==> src/hw/rtl/amm_pkg.sv <==
`timescale 1ns / 1ps
// ----------------------------------------------------------------------------
// amm_pkg
// Shared types and constants for the constant-product swap and profit unit.
// ----------------------------------------------------------------------------
package amm_pkg;

    localparam int unsigned WORD_W   = 128;
    localparam int unsigned HALF_W   = 64;
    localparam int unsigned LIMB_W   = 32;
    localparam int unsigned LIMBS    = WORD_W / LIMB_W;
    localparam int unsigned DIV_STEPS = WORD_W;
    localparam int unsigned IN_DATA_W = 10 * HALF_W;

    localparam logic [WORD_W-1:0] FEE_NUM = WORD_W'(997);
    localparam logic [WORD_W-1:0] FEE_DEN = WORD_W'(1000);

    localparam logic MODE_SWAP   = 1'b0;
    localparam logic MODE_PROFIT = 1'b1;

    typedef logic [WORD_W-1:0] t_u128;

    typedef struct packed {
        logic  func;
        t_u128 res_a;
        t_u128 res_b;
        t_u128 res_c;
        t_u128 res_d;
        t_u128 amount;
    } t_req;

    typedef struct packed {
        logic  func;
        t_u128 amount;
        t_u128 res_c;
        t_u128 res_d;
    } t_side;

    typedef struct packed {
        logic vld;
        logic full;
    } t_front_stat;

endpackage

==> src/hw/rtl/amm_front.sv <==
`timescale 1ns / 1ps
// ----------------------------------------------------------------------------
// amm_front
// Accepts items, unpacks operand fields and buffers them in a two-entry queue.
// ----------------------------------------------------------------------------
module amm_front (
    input  logic                            i_clk,
    input  logic                            i_rst_n,
    input  logic                            s_tvalid,
    output logic                            s_tready,
    input  logic [amm_pkg::IN_DATA_W-1:0]   s_tdata,  // a_lo,a_hi,b_lo,b_hi,c_lo,c_hi,d_lo,d_hi,amount_lo,amount_hi
    input  logic                            s_tuser,  // func
    input  logic                            i_take,
    output amm_pkg::t_req                   o_req,
    output amm_pkg::t_front_stat            o_stat
);
    import amm_pkg::*;

    t_req       r_q [2];
    logic       r_wp, r_rp;
    logic [1:0] r_cnt;
    t_req       w_in;
    logic       w_push, w_pop;

    always_comb begin
        w_in.func   = s_tuser;
        w_in.res_a  = s_tdata[2*HALF_W-1:0];
        w_in.res_b  = s_tdata[4*HALF_W-1:2*HALF_W];
        w_in.res_c  = s_tdata[6*HALF_W-1:4*HALF_W];
        w_in.res_d  = s_tdata[8*HALF_W-1:6*HALF_W];
        w_in.amount = s_tdata[10*HALF_W-1:8*HALF_W];
    end

    assign s_tready    = (r_cnt != 2'd2);
    assign w_push      = s_tvalid && s_tready;
    assign w_pop       = i_take && (r_cnt != 2'd0);
    assign o_req       = r_q[r_rp];
    assign o_stat.vld  = (r_cnt != 2'd0);
    assign o_stat.full = (r_cnt == 2'd2);

    always_ff @(posedge i_clk) begin
        if (w_push) begin
            r_q[r_wp] <= w_in;
        end
        if (!i_rst_n) begin
            r_wp  <= 1'b0;
            r_rp  <= 1'b0;
            r_cnt <= 2'd0;
        end else begin
            if (w_push) begin
                r_wp <= ~r_wp;
            end
            if (w_pop) begin
                r_rp <= ~r_rp;
            end
            r_cnt <= r_cnt + 2'(w_push) - 2'(w_pop);
        end
    end

endmodule

==> config.mk <==
export PLATFORM = sky130hd
export DESIGN_NAME = amm_front
export DESIGN_NICKNAME = d
export VERILOG_FILES = /design/src/hw/rtl/amm_pkg.sv /design/src/hw/rtl/amm_front.sv
export SDC_FILE = /design/constraint.sdc
export NUM_CORES = 1
export LEC_CHECK = 0
export ABC_AREA = 1
export BUFFER_PORTS_ARGS = -buffer_cell sky130_fd_sc_hd__buf_2
export CAP_MARGIN = 15
export CORE_AREA = 5 5 632 321
export DETAILED_ROUTE_END_ITERATION = 10
export DIE_AREA = 0 0 637 326
export PLACE_DENSITY = 0.48
export SETUP_SLACK_MARGIN = 0.3
export SLEW_MARGIN = 40
export SYNTH_ARGS = -nofsm -noshare
export SYNTH_HDL_FRONTEND = slang
export SYNTH_SLANG_ARGS = --single-unit
==> constraint.sdc <==
create_clock -name i_clk -period 89 [get_ports i_clk]
set_input_delay 4.45 -clock i_clk [delete_from_list [all_inputs] [get_ports i_clk]]
set_output_delay 4.45 -clock i_clk [all_outputs]
set_load 0.005 [all_outputs]
==> After elaboration in Yosys (flattened, before gate mapping) <==
Memories as Yosys holds them, arrays and structs flattened. A register that Yosys moved wholly into a read port is not among the register bits.
Index checks and enable logic that the tools add are counted.
{ "op_classes": {"shifts": 0, "mul": 0, "n_eq_ne": 2, "order_cmp": 0, "add_sub_neg": 2, "n_bitwise": 2, "reduce_logical": 3, "n_mux": 4, "n_div": 0} }
{ "op_table": {"columns": ["op", "count"], "rows": [
  ["$mux W1", 4],
  ["$add A2 B1 Y2", 1],
  ["$eq A2 B2 Y1 const B", 1],
  ["$logic_and A1 B1 Y1", 2],
  ["$ne A2 B2 Y1 const B", 1],
  ["$not A1 Y1", 2],
  ["$reduce_bool A2 Y1", 1],
  ["$sub A2 B1 Y2", 1]
]} }
{ "totals": {"output_inout_bits": 644, "ram_bits": 1282, "in_bits": 645, "mem_count": 1, "wordCells": 17, "latch_bits": 0, "romBits": 0, "reg_bits": 4} }
{ "mem_list": {"columns": ["name", "words", "width", "rd", "rd_clocked_by_memory_dff", "wr", "line", "text"], "rows": [
  ["r_q", 2, 641, 1, 1, 1, "amm_front.sv:19", "t_req r_q [2];"]
]} }

==> Longest topological paths before layout <==
Gate-level depths: netlist (run 1).
{ "depth": {"ltp_word": 4, "mapped_depth": 11, "mapped_depth_nobuf": 11} }

==> Worst setup path after synthesis (run 1) <==
OpenSTA, ideal clock, no wires.
{ "synth_timing": {"path_kind": "in2reg", "startpoint": "input s_tvalid", "endpoint": "memory r_q[0][0] (netlist bit) (enable)", "path_buffers": 0, "required_time_ps": 87340, "setup_slack_ps": 56315, "setup_time_ps": 1660, "arrival_time_ps": 31025, "stages": 2, "path_cell_list": "nand2_1 > nor2_1"} }
{ "synth_between": {"elab_chain_cells": 3} }
{ "synth_rtl": {"columns": ["element", "line", "text"], "rows": [
  ["start, declared", "amm_front.sv:9", "input logic s_tvalid,"],
  ["$logic_and A1 B1 Y1", "amm_front.sv:35", "assign w_push = s_tvalid && s_tready;"],
  ["$mux W1", "amm_front.sv:42", "if (w_push) begin"],
  ["$mux W1 (not written as such)", "amm_front.sv:43", "r_q[r_wp] <= w_in;"],
  ["end, declared", "amm_front.sv:19", null]
]} }
No other way between the ends.

==> results of run 1 <==
-- cells in the final DEF, fill, tap and decap left out, types with 2 or more instances in the layout --
cell,count
mux2_2,151
mux2_4,90
clkbuf_1,19
nand3_1,3
buf_4,5
edfxtp_1,1282
buf_6,20
mux2_1,400
buf_12,3
diode_2,27
buf_2,1288
buf_16,2
clkinv_4,4
clkinv_2,24
dfxtp_1,4
inv_6,5
clkinv_1,25
a21oi_1,2
bufinv_16,12
nor2_1,7
clkinvlp_4,8
ha_1,2
inv_1,8
clkbuf_16,116
nand2_1,9
-- cell type report --
cell class | count | area [um^2]
antenna | 27 | 67.6
clock buffer | 135 | 2970
clock inverter | 81 | 761
fill | 19500 | 137000
inverter | 9 | 46.3
multi-input combinational | 665 | 7680
sequential | 1287 | 38600
tap | 2655 | 3320
timing repair buffer | 1318 | 6820
-- flip-flops by register name, summed over array words and instances, names as in the netlist, named ones only --
signal  flops
r_q      1282
r_rp        1
r_wp        1
r_cnt       2
-- kinds of logic after synthesis --
family,Yosys count,synth area share
flip-flops,1287,0.821
AND/OR/NAND/NOR,20,0.00168
AO/OA/AOI/OAI,2,0.000213
multiplexers,641,0.161
buffers and inverters,80,0.0155
adder cells (fa/ha/maj),2,0.000532
-- through the flow --
stage	power, W	hold slack (ns)	instance area [um^2]	utilization	worst slack, ns
3_5_place_dp	0.00117	0.509	56400	0.285	80.52
2_1_floorplan	0.00108	0.467	47000	-	56.31
4_1_cts	0.00167	0.526	60100	0.304	80.02
3_3_place_gp	0.00116	0.482	56300	0.285	79.66
5_1_grt	0.00172	0.566	60200	0.305	80.11
6_report	0.00164	0.521	60300	0.305	80.41
-- per-layer routing --
metal  wire length (um)  track usage  vias up
met3               9440       0.0409      226
met2              68300        0.213      745
met1              52300        0.143    12300
met4               3300       0.0353       50
li1                   -            -    10900
met5                302            0        -
-- power by group --
part | total, W | internal, W | switching [W]
sequential | 0.000788 | 0.000768 | 0.0000194
combinational | 0.000355 | 0.000155 | 0.000200
clock | 0.000499 | 0.000275 | 0.000224
total | 0.00164 | 0.00120 | 0.000443
-- final timing paths --
path	from	to	slack [ns]	cells after the start
setup / recovery	register	o_req[389]	80.41	5
hold / removal	r_rp	r_rp	0.52	2
setup reg to reg	r_cnt[0]	r_q[1][433]	84.54	8
hold reg to reg	r_rp	r_rp	0.52	2
-- worst max-delay path: cells and delay by family (launching register included) --
| family | cells | cell delay [ns] |
|---|---|---|
| buffers and inverters | 4 | 2.04 |
| flip-flops | 1 | 0.80 |
| multiplexers | 1 | 0.40 |
==> results.md, run 1 <==
- Status: finished clean
- Yosys top cell area share: 0.819
- PortBufs: around 1300
- DRC Markers: 0
- Antenna violations before repair: 70
- RSZ-0062 raised after global routing: no
- Mapped Nets: around 2700
- Clk pin slew, worst setup/hold paths: ~0.070 ns
- Detailed-router iteration count before antenna repair: 5
- Fmax: 0.116 GHz
- Ys flop type: edfxtp_1
- Critical path's slowest cell: dfxtp_4
- CP Launch Type: register
- Total Nets Final: approximately 4000
- Post-CTS setup buffers: 0
- Ports: 1289
- Core Area: roughly 200000 um^2
- Count leader, synth: edfxtp_1
- CTS hold repair buffers: 0
- GR Overflow Total: 0
- Final hold vios: 0
- HPWL Detailed: 97.5 mm
- Largest net degree at the start of global routing: 143
- Hold Path Class: reg -> reg
- Pwr/cell area: 27.2 nW/um^2
- Post-Syn Area: around 47000 um^2
- Final min period: between 8 and 9 ns
- Die Footprint: 208000 um^2
- Post-synthesis sequential area ratio: 0.821
- Post-CTS sizing: 0
- Pleak: between 20 and 25 nW
- Async S/R FF share, synth: 0
- Final Skew: between 0.02 and 0.03 ns
- Remaining antenna violation count: 0
- Crit end category: primary output
- Bufs on Longest Clock Path: 3
- Layout Cells excl Fill: around 6200
- First-pass GRT wire length: between 150 and 200 mm
- Initial drt markers: about 1400
- WP data arrival: 4.14 ns
- Avg WL per Cell: 21.6 um
- Syn_area_per_cell: roughly 23 um^2
- Post-Synthesis Cells: approximately 2000
- Slew Limit Fails: 0
- Maxcap violations: 0
- Synth unique cells: 14
- Yosys top cell by area: edfxtp_1
- Final GP Congestion: slightly above 0.8
- Crit Path Class: reg -> out
- CTS tree: done
- Die Wd: approximately 640 um
- Vias per cell: ~3.9
- Slew margin rel.: 0.465
- Die Ht: 326 um
- Area delta synth->final: 28.3%
- Most used cell, CP: buf_6
- Row Count: about 120
- Routed wire length: ~130 mm
- Commonest cells in the netlist: edfxtp_1, mux2_1, mux2_2
- Share of cells above drive strength 1: 0.496
- Root Buffer: clkbuf_16
- CP required: 84.55 ns
- VDD IR max: ~0.019 mV
- Ranking of synthesized cells by area: edfxtp_1, mux2_1, mux2_2
- Setup total negative slack: 0 ns
- Routed via count: about 24000
- Crit path cell chain: buf_4 > buf_6 > buf_6 > mux2_1 > buf_2
- Worst-path maximum fanout: 73
- Vias in the first global route: ~25000
- Synthesis Warnings: 0
- Count of final setup violators: 0
- CP max stage delay: around 0.80 ns
- Slew @ Worst Pin: around 0.8 ns
- Clock Latency Late Sink: ~0.71 ns
- Placed cell count: 5932
- H-tree levels: 3
- EDFF count, synth: 1282
- GRT Util Overall: 0.122
- Num CTS Buffers: ~120
- Initial Utilization: 0.238
- Post-route clock period utilization: 0.0965
- #FFs+latches synth: 1287
- CTS Sinks: 1287
(Power assumes the default switching activity.)
==> run 2: changes to the inputs <==
==> constraint.sdc (replaced) <==
create_clock -name i_clk -period 8.9 [get_ports i_clk]
set_input_delay 0.445 -clock i_clk [delete_from_list [all_inputs] [get_ports i_clk]]
set_output_delay 0.445 -clock i_clk [all_outputs]
set_load 0.005 [all_outputs]
==> results.md, run 2 (synthesis results as in run 1) <==
- Area of the multi-input gates: 7690 um^2 (was 7680 um^2)
- Global Route met2 Usage: 0.224 (was 0.213)
- Grt met3 use: 0.0365 (was 0.0409)
- Post-route clock period utilization: 0.478
- Setup ws final: 4.64 ns (was 80.41 ns)
- Register name with the most flops: r_q (unchanged)
- Final Cell Area: 66800 um^2 (was 60300 um^2)
- Hold slack: 0.451 ns (was 0.521 ns)
- Most common cell after layout, fill and taps aside: buf_2 (unchanged)
- Sequential cell area: 38600 um^2 (about the same)
- Max reg flops: 1282 (unchanged)
- Maxcap violations: 0 (unchanged)
- Routed wire length: 141 mm (was 134 mm)
- Routed via count: 26900 (was 24200)
- Busiest grt layer: met2 (unchanged)
- CTS Sinks: 1287 (unchanged)
- Slew margin rel.: 0.418 (was 0.465)
- Die Footprint: 208000 um^2 (unchanged)
- Area delta synth->final: 42.1% (was 28.3%)
- Pleak: 24.7 nW (was 22.0 nW)
- Largest net degree at the start of global routing: 132 (was 143)
- Pwr/cell area: 250 nW/um^2 (was 27.2 nW/um^2)
- Met1 GRT Util: 0.148 (was 0.143)
- Critical path's slowest cell: dfxtp_4 (unchanged)
- HPWL Detailed: 101 mm (was 97.5 mm)
- Fmax: approximately 0.23 GHz
- Fillers: 19100 (was 19500)
- Slew Limit Fails: 0 (unchanged)
- Bufs on Longest Clock Path: 3 (unchanged)
- GR Overflow Total: 0 (unchanged)
- Final hold vios: 0 (unchanged)
- Detailed-router iteration count before antenna repair: 4 (was 5)
- RSZ-0062 raised after global routing: no (unchanged)
- PortBufs: 1288 (unchanged)
- Hold Path Class: in -> reg (was reg -> reg)
- Worst-path maximum fanout: 92 (was 73)
- Commonest non-fill, non-tap cells in the layout: buf_2, edfxtp_1, dlygate4sd3_1 (was buf_2, edfxtp_1, mux2_1)
- CP Launch Type: register (unchanged)
- Crit end category: primary output (unchanged)
- Clock Latency Late Sink: 0.71 ns (about the same)
- Clk pin slew, worst setup/hold paths: 0.06 ns (was 0.07 ns)
- Remaining antenna violation count: 0 (unchanged)
- Total Nets Final: 4689 (was 4043)
- CP required: 8.46 ns (was 84.55 ns)
- Registers with the most flip-flops: r_q: 1282 flops, r_cnt: 2 flops (unchanged)
- GRT Util Overall: 0.128 (was 0.122)
- DRC Markers: 0 (unchanged)
- Slew @ Worst Pin: 0.873 ns (was 0.803 ns)
- Top Family by Delay on Critical Path: buffers and inverters (unchanged)
- WP data arrival: 3.81 ns (was 4.14 ns)
- Avg WL per Cell: 20.7 um (was 21.6 um)
- CP max stage delay: 0.84 ns (was 0.80 ns)
- Core Area: 198000 um^2 (unchanged)
- Status: finished clean (unchanged)
- Crit Path Class: reg -> out (unchanged)
- Crit path cell chain: buf_4 > buf_12 > buf_16 > mux2_1 > buf_2 (was buf_4 > buf_6 > buf_6 > mux2_1 > buf_2)
- Die Wd: 637 um (unchanged)
- Share of cells above drive strength 1: 0.419 (was 0.496)
- DP Worst Slack: 5.40 ns (was 80.52 ns)
- Vias in the first global route: 28900 (was 24900)
- Final GP Congestion: 0.847 (was 0.805)
- CP bufs+invs: 4 (unchanged)
- Ports: 1289 (unchanged)
- Post-DP Area: 56500 um^2 (was 56400 um^2)
- H-tree levels: 3 (unchanged)
- First-pass GRT wire length: 198 mm (was 185 mm)
- Row Count: 116 (unchanged)
- Final Skew: 0.0293 ns (was 0.0284 ns)
- Vias per cell: 3.94 (was 3.92)
- Num CTS Buffers: 117 (was 115)
- CTS tree: done (unchanged)
- Antenna violations before repair: 31 (was 70)
- Initial Utilization: 0.238 (unchanged)
- Count of final setup violators: 0 (unchanged)
- Final min period: roughly 4.3 ns
- Root Buffer: clkbuf_16 (unchanged)
- Initial drt markers: 1468 (was 1352)
- VDD IR max: 0.161 mV (was 0.0188 mV)
- Die Ht: 326 um (unchanged)
- Setup total negative slack: 0 ns (unchanged)
-- run 2: power by group --
group	total (W)	switching, W	internal, W
Combinational	0.00387	0.00210	0.00177
Sequential	0.00790	0.000219	0.00768
Clock	0.00489	0.00224	0.00265
-- run 2: area by class of cell --
cell class	instances	area share
clock buffer	145	0.0457
timing repair buffer	1962	0.201
antenna	15	0.000562
inverter	9	0.000562
multi-input combinational	665	0.115
sequential	1287	0.578
clock inverter	70	0.00909
tap	2655	0.0498
-- run 2: repair_timing --
| action | in CTS | in global routing |
|---|---|---|
| endpoints found under the setup margin | 0 | 0 |
| hold buffers | 644 | 0 |
| resized for setup | 0 | 0 |
| setup buffers | 0 | 0 |
| endpoints found under the hold margin | 1287 | 0 |
-- run 2: stage by stage --
step,utilization,instances,power [W]
final,0.338,6808,0.0167
after global routing,0.338,6808,0.0175
after CTS,0.337,6790,0.0170
after detailed placement,0.286,5931,0.0117
after global placement,0.285,5926,0.0117
after floorplan,-,2032,0.0102
-- run 2: layer usage --
layer / vias up / wire (um)
li1: 12200 / -
met1: 13600 / 55300
met2: 815 / 71100
met3: 266 / 8470
met4: 6 / 5670
met5: - / 121
-- run 2: path summary, 6_finish.rpt --
kind                            cells past startpoint           to  slack, ns         start
worst min-delay path                                2  r_q[1][134]       0.45  s_tdata[390]
worst max-delay path                                5   o_req[314]       4.64      register
worst max register to register                      7  r_q[1][242]       5.70      r_cnt[0]
worst min register to register                      2         r_rp       0.50          r_rp
